===== src/rtl/mvcb_pkg.sv =====
`timescale 1ns / 1ps
`default_nettype none
// ----------------------------------------------------------------------------
// mvcb_pkg
// Shared types and constants of the motion vector cell binning block.
// ----------------------------------------------------------------------------
package mvcb_pkg;

	localparam int XY_W   = 16;
	localparam int CN_W   = 13;
	localparam int CS_W   = 7;
	localparam int GRID_W = 9;
	localparam int SUM_W  = 32;
	localparam int MEAN_W = 8;
	localparam int CRD_W  = 20;
	localparam int IDX_W  = 19;
	localparam int DVD_W  = 33;
	localparam int MAG_W  = 32;
	localparam int DVR_W  = 14;
	localparam int CFG_IDX_W  = 2;
	localparam int CFG_DATA_W = 9;
	localparam int IN_DATA_W  = 80;
	localparam int OUT_DATA_W = 16;

	localparam logic [CS_W-1:0]   CELL_EDGE_RST = 7'd16;
	localparam logic [GRID_W-1:0] GRID_COLS_RST = 9'd120;
	localparam logic [GRID_W-1:0] GRID_ROWS_RST = 9'd68;

	typedef enum logic [CFG_IDX_W-1:0] {
		REG_CELL_EDGE,
		REG_GRID_COLUMNS,
		REG_GRID_ROWS
	} cfg_reg_t;

	typedef enum logic [2:0] {
		DIV_C0,
		DIV_R0,
		DIV_C1,
		DIV_R1,
		DIV_MX,
		DIV_MY
	} div_sel_t;

	typedef enum logic [4:0] {
		OP_NONE,
		OP_CLR,
		OP_LOAD,
		OP_DIV_START,
		OP_DIV_WAIT,
		OP_ROW_INIT,
		OP_COL_INIT,
		OP_OVL,
		OP_AREA,
		OP_MUL,
		OP_MRD,
		OP_MWR,
		OP_COL_NEXT,
		OP_ROW_NEXT,
		OP_RRD,
		OP_RCAP,
		OP_RZERO,
		OP_OUT
	} op_t;

	typedef enum logic [4:0] {
		S_CLR,
		S_IDLE,
		S_DSTART,
		S_DWAIT,
		S_ROW_INIT,
		S_ROW_CHK,
		S_COL_INIT,
		S_COL_CHK,
		S_OVL,
		S_AREA,
		S_MUL,
		S_MRD,
		S_MWR,
		S_COL_NEXT,
		S_ROW_NEXT,
		S_RRD,
		S_RCAP,
		S_RZERO,
		S_OUT
	} state_t;

	typedef struct packed {
		op_t      op;
		div_sel_t dsel;
	} cmd_t;

	typedef struct packed {
		logic clr_last;
		logic div_done;
		logic row_lt;
		logic col_lt;
		logic cell_ok;
		logic n_ok;
		logic cs_zero;
		logic out_free;
	} stat_t;

endpackage
`default_nettype wire


===== src/rtl/mvcb_ctrl.sv =====
`timescale 1ns / 1ps
`default_nettype none
// ----------------------------------------------------------------------------
// mvcb_ctrl
// Controller: clearing pass, divisions, the row and column walk over the
// covered cells and the read-out sequence.
// ----------------------------------------------------------------------------
module mvcb_ctrl (
	input  wire logic            clk,
	input  wire logic            arst_n,
	input  wire logic            s_tvalid,
	output logic                 s_tready,
	input  wire logic            s_tuser,
	input  wire mvcb_pkg::stat_t stat,
	output mvcb_pkg::cmd_t       cmd
);
	import mvcb_pkg::*;

	state_t   state_q, state_n;
	div_sel_t dsel_q, dsel_n;

	always_ff @(posedge clk or negedge arst_n) begin
		if (!arst_n) begin
			state_q <= S_CLR;
			dsel_q  <= DIV_C0;
		end else begin
			state_q <= state_n;
			dsel_q  <= dsel_n;
		end
	end

	always_comb begin
		state_n  = state_q;
		dsel_n   = dsel_q;
		cmd.op   = OP_NONE;
		cmd.dsel = dsel_q;
		s_tready = 1'b0;
		case (state_q)
			S_CLR: begin
				cmd.op = OP_CLR;
				if (stat.clr_last) begin
					state_n = S_IDLE;
				end
			end
			S_IDLE: begin
				s_tready = 1'b1;
				if (s_tvalid) begin
					cmd.op = OP_LOAD;
					if (s_tuser) begin
						state_n = S_RRD;
					end else if (!stat.cs_zero) begin
						dsel_n  = DIV_C0;
						state_n = S_DSTART;
					end
				end
			end
			S_DSTART: begin
				cmd.op  = OP_DIV_START;
				state_n = S_DWAIT;
			end
			S_DWAIT: begin
				cmd.op = OP_DIV_WAIT;
				if (stat.div_done) begin
					case (dsel_q)
						DIV_R1:  state_n = S_ROW_INIT;
						DIV_MY:  state_n = S_OUT;
						default: begin
							dsel_n  = div_sel_t'(dsel_q + 1'b1);
							state_n = S_DSTART;
						end
					endcase
				end
			end
			S_ROW_INIT: begin
				cmd.op  = OP_ROW_INIT;
				state_n = S_ROW_CHK;
			end
			S_ROW_CHK: begin
				state_n = stat.row_lt ? S_COL_INIT : S_IDLE;
			end
			S_COL_INIT: begin
				cmd.op  = OP_COL_INIT;
				state_n = S_COL_CHK;
			end
			S_COL_CHK: begin
				state_n = stat.col_lt ? S_OVL : S_ROW_NEXT;
			end
			S_OVL: begin
				cmd.op  = OP_OVL;
				state_n = S_AREA;
			end
			S_AREA: begin
				cmd.op  = OP_AREA;
				state_n = stat.cell_ok ? S_MUL : S_COL_NEXT;
			end
			S_MUL: begin
				cmd.op  = OP_MUL;
				state_n = S_MRD;
			end
			S_MRD: begin
				cmd.op  = OP_MRD;
				state_n = S_MWR;
			end
			S_MWR: begin
				cmd.op  = OP_MWR;
				state_n = S_COL_NEXT;
			end
			S_COL_NEXT: begin
				cmd.op  = OP_COL_NEXT;
				state_n = S_COL_CHK;
			end
			S_ROW_NEXT: begin
				cmd.op  = OP_ROW_NEXT;
				state_n = S_ROW_CHK;
			end
			S_RRD: begin
				cmd.op  = OP_RRD;
				state_n = S_RCAP;
			end
			S_RCAP: begin
				cmd.op = OP_RCAP;
				if (stat.n_ok && !stat.cs_zero) begin
					dsel_n  = DIV_MX;
					state_n = S_DSTART;
				end else begin
					state_n = S_RZERO;
				end
			end
			S_RZERO: begin
				cmd.op  = OP_RZERO;
				state_n = S_OUT;
			end
			S_OUT: begin
				if (stat.out_free) begin
					cmd.op  = OP_OUT;
					state_n = S_IDLE;
				end
			end
			default: begin
				state_n = S_IDLE;
			end
		endcase
	end

endmodule
`default_nettype wire

===== config.mk =====
export PLATFORM = sky130hd
export DESIGN_NAME = mvcb_ctrl
export DESIGN_NICKNAME = d
export VERILOG_FILES = /design/src/rtl/mvcb_pkg.sv /design/src/rtl/mvcb_ctrl.sv
export SDC_FILE = /design/constraint.sdc
export NUM_CORES = 1
export LEC_CHECK = 0
export BUFFER_PORTS_ARGS = -buffer_cell sky130_fd_sc_hd__clkbuf_2
export CORE_MARGIN = 3
export CORE_UTILIZATION = 45
export CTS_CLUSTER_SIZE = 10
export DETAILED_ROUTE_END_ITERATION = 16
export HOLD_SLACK_MARGIN = 0.08
export PLACE_DENSITY = 0.68
export SLEW_MARGIN = 15
export SYNTH_ARGS = -nofsm -noshare
export SYNTH_HDL_FRONTEND = slang
export SYNTH_SLANG_ARGS = --single-unit

===== constraint.sdc =====
create_clock -name clk -period 1.85 [get_ports clk]
set_input_delay 0.2775 -clock clk [delete_from_list [all_inputs] [get_ports clk]]
set_output_delay 0.2775 -clock clk [all_outputs]
set_load 0.01 [all_outputs]

==> impl_metrics.py <==
metrics = {
    "setup_path": {
        "endpoint_kind": "primary output",
        "path_class": "flip-flop to primary output",
        "setup.worst_path.start": "state_q[3]$_DFFE_PN0P_",
        "r2r_start": "dsel_q[0]$_DFFE_PN0P_",
        "arrival_ps": 1540,
        "cell_depth_of_the_worst_flop_to_flop_path": 5,
        "crit_fanout": 6,
        "worst-endpoint-required_ps": 1570,
        "start_kind": "flip-flop",
    },
    "yosys": {
        "synth_top_area_share_pct": 21.9,
        "number_of_enable_flip_flop_cells_after_synthesis": 0,
        "synth_nets": 135,
        "number_of_distinct_library_cells_after_synthesis": 42,
        "asyncSetResetFlopFracSynth_pct": 100,
        "synthesis.instances": 119,
        "syn_area_um2": 916,
        "post_synth_main_area_contributors": "dfrtp_1 22%, nand2_1 6.1%, o21ai_0 6.0%",
        "synth_top_flop_cell": "dfrtp_1",
        "synth_top_cell_by_area": "dfrtp_1",
        "avgSynthCellArea_um2": 7.70,
        "synth-seq-cells": 8,
        "post_synthesis_sequential_area_ratio_pct": 21.9,
        "synth.yosys.warnings": 0,
    },
    "route": {
        "drt_iter0_markers": 36,
        "drt_first_pass_iters": 4,
        "route.final.wire_length_mm": 2.53,
        "antenna_left": 0,
        "route.detailed.vias_per_inst": 5.70,
        "wl_per_cell_um": 14.5,
        "remaining_drc_errors": 0,
        "detailroute.via_count": 997,
    },
    "timing": {
        "max-slew-margin-rel_pct": 76.6,
        "worst_clock_skew_ps": 4.54,
        "setup_viol_count_final": 0,
        "fin_crit_sh_pct": 98.0,
        "tightest_slew_ps": 351,
        "achievable-frequency_ghz": 0.551,
        "layout_min_cycle_time_ps": 1810,
        "hold_viol": 0,
        "grt_setup_unrepaired": "yes",
        "setup_slack_ps": 36.5,
        "slew_viol_final": 0,
    },
    "finish": {
        "fin_area_um2": 1190,
        "layout-drive-gt1-share_pct": 36.0,
        "num-nets-final": 168,
        "leading_cell_type_in_the_layout_fill_and_taps_excluded": "clkbuf_2",
        "areaGrowthSynthToFinish_pct": 29.8,
        "final_cell_mix": "17 x clkbuf_2, 15 x nand2_1, 13 x buf_4",
        "antennaDiodeCount": 0,
    },
    "place": {
        "place_congestion": 0.897,
        "dpl-instance-area_um2": 1100,
        "dp.final_hpwl_mm": 1.95,
        "dpl_worst_slack_ps": 56.7,
        "port-buffer-count": 20,
    },
    "die": {
        "floorplan.rows": 15,
        "chipHeight_um": 51.1,
        "core_ar_um2": 1820,
        "ios": 21,
        "die_width_um": 51.1,
        "starting_density_of_the_core_pct": 50.3,
        "die_area_um2": 2610,
    },
    "power": {
        "power-per-cell-area_nw_per_um2": 1520,
        "leakagePower_nw": 0.552,
        "ir_worst_vdd_v": 0.000945,
    },
    "grt": {
        "grt_pass1_wl_mm": 4.35,
        "grtUsageTotal_pct": 21.7,
        "grt_pass1_vias": 924,
        "grt_antenna_before_repair": 0,
        "global_route.overflow_total": 0,
        "grt_start_max_net_pins": 18,
    },
    "clocking": {
        "tritoncts_clock_tree": "done",
        "cts.reportedPaths.clkPinSlew_ps": 50,
        "cts_inserted_buffers": 3,
        "clock_sinks": 8,
        "htree_levels": 1,
        "clock_insertion_delay_worst_skew_ps": 250,
        "clk_root_buffer_cell": "clkbuf_4",
        "cts_max_path_buffers": 2,
    },
    "flow_run": {
        "max_cap_violations": 0,
    },
    "min_path": {
        "worst_min_delay_path_class": "primary input to asynchronous set/reset pin",
    },
    "run_status": {
        "status": "finished, final reports clean",
    },
}
[cells in the mapped netlist, types with 2 or more instances]
cell and instances:
a211o_1 2, a21oi_1 5, a31oi_1 4, buf_2 3
clkbuf_1 4, dfrtp_1 8, ha_1 4, inv_1 6
mux2_1 3, nand2_1 15, nand2b_1 5, nand3_2 2
nand3b_1 4, nor2_1 9, nor2b_1 4, nor3_1 2
o21ai_0 11, o311ai_0 3, or3b_1 2
[registers in the layout, indices dropped and copies added (netlist names)]
name     cells
dsel_q       3
state_q      5
[path summary, 6_finish.rpt]
kind / end / slack (ps)
worst max register to register: dsel_q[0]$_DFFE_PN0P_ / 120
min in group clk: state_q[4]$_DFFE_PN0P_ / 400
worst max-delay path: cmd[4] / 40
worst min register to register: dsel_q[1]$_DFFE_PN0P_ / 550
max in group asynchronous: state_q[2]$_DFFE_PN0P_ / 1260
worst min-delay path: dsel_q[2]$_DFFE_PN0P_ / 400
[per-stage QoR]
step	hold WS (ps)	util (%)	total power [mW]	std cells	TNS [ps]
2_1_floorplan	-18.1	-	1.15	119	0
3_3_place_gp	132	60.4	1.53	168	0
3_5_place_dp	133	60.4	1.55	168	0
4_1_cts	389	64.0	1.75	174	-6.07
5_1_grt	401	65.3	1.97	175	-118
6_report	396	65.3	1.80	175	0
[worst max-delay path: stages (launching register included)]
cell and delay (ps):
dfrtp_2 450, or2_4 260, o311ai_2 200, o21ai_1 100
o21ai_1 120, buf_2 140
[routing by layer]
layer	vias up	part of all wire, %	global-route usage, %
met5	-	0	0
met4	0	0.75	5.38
met3	4	6.1	2.62
met2	40	47	34.1
met1	461	46	31.3
li1	492	-	-
[cell type report]
cell class / instances / area [um2]
sequential: 8 / 203
fill: 166 / 632
tap: 25 / 31.3
inverter: 6 / 22.5
clock buffer: 3 / 22.5
timing repair buffer: 35 / 211
multi-input combinational: 98 / 698
[cells by family after synthesis]
| group | count (synthesis) | share of synthesized area (%) |
|---|---|---|
| XOR/XNOR | 2 | 1.91 |
| AO/OA/AOI/OAI | 38 | 30.2 |
| AND/OR/NAND/NOR | 50 | 30.1 |
| flip-flops | 8 | 21.9 |
| buffers and inverters | 13 | 5.74 |
| multiplexers | 4 | 4.78 |
| adder cells (fa/ha/maj) | 4 | 5.46 |
[where the power goes]
group	internal (mW)	switching [mW]
Clock	0.0741	0.0576
Sequential	0.245	0.0863
Combinational	0.626	0.713
Total	0.945	0.857
[timing repair]
action / CTS / global route
setup buffers: 2 / 2
pin swaps: 0 / 2
hold endpoints to repair: 8 / 0
setup endpoints to repair: 4 / 5
hold buffers: 1 / 0
resized for setup: 8 / 7
(Power assumes the default switching activity.)
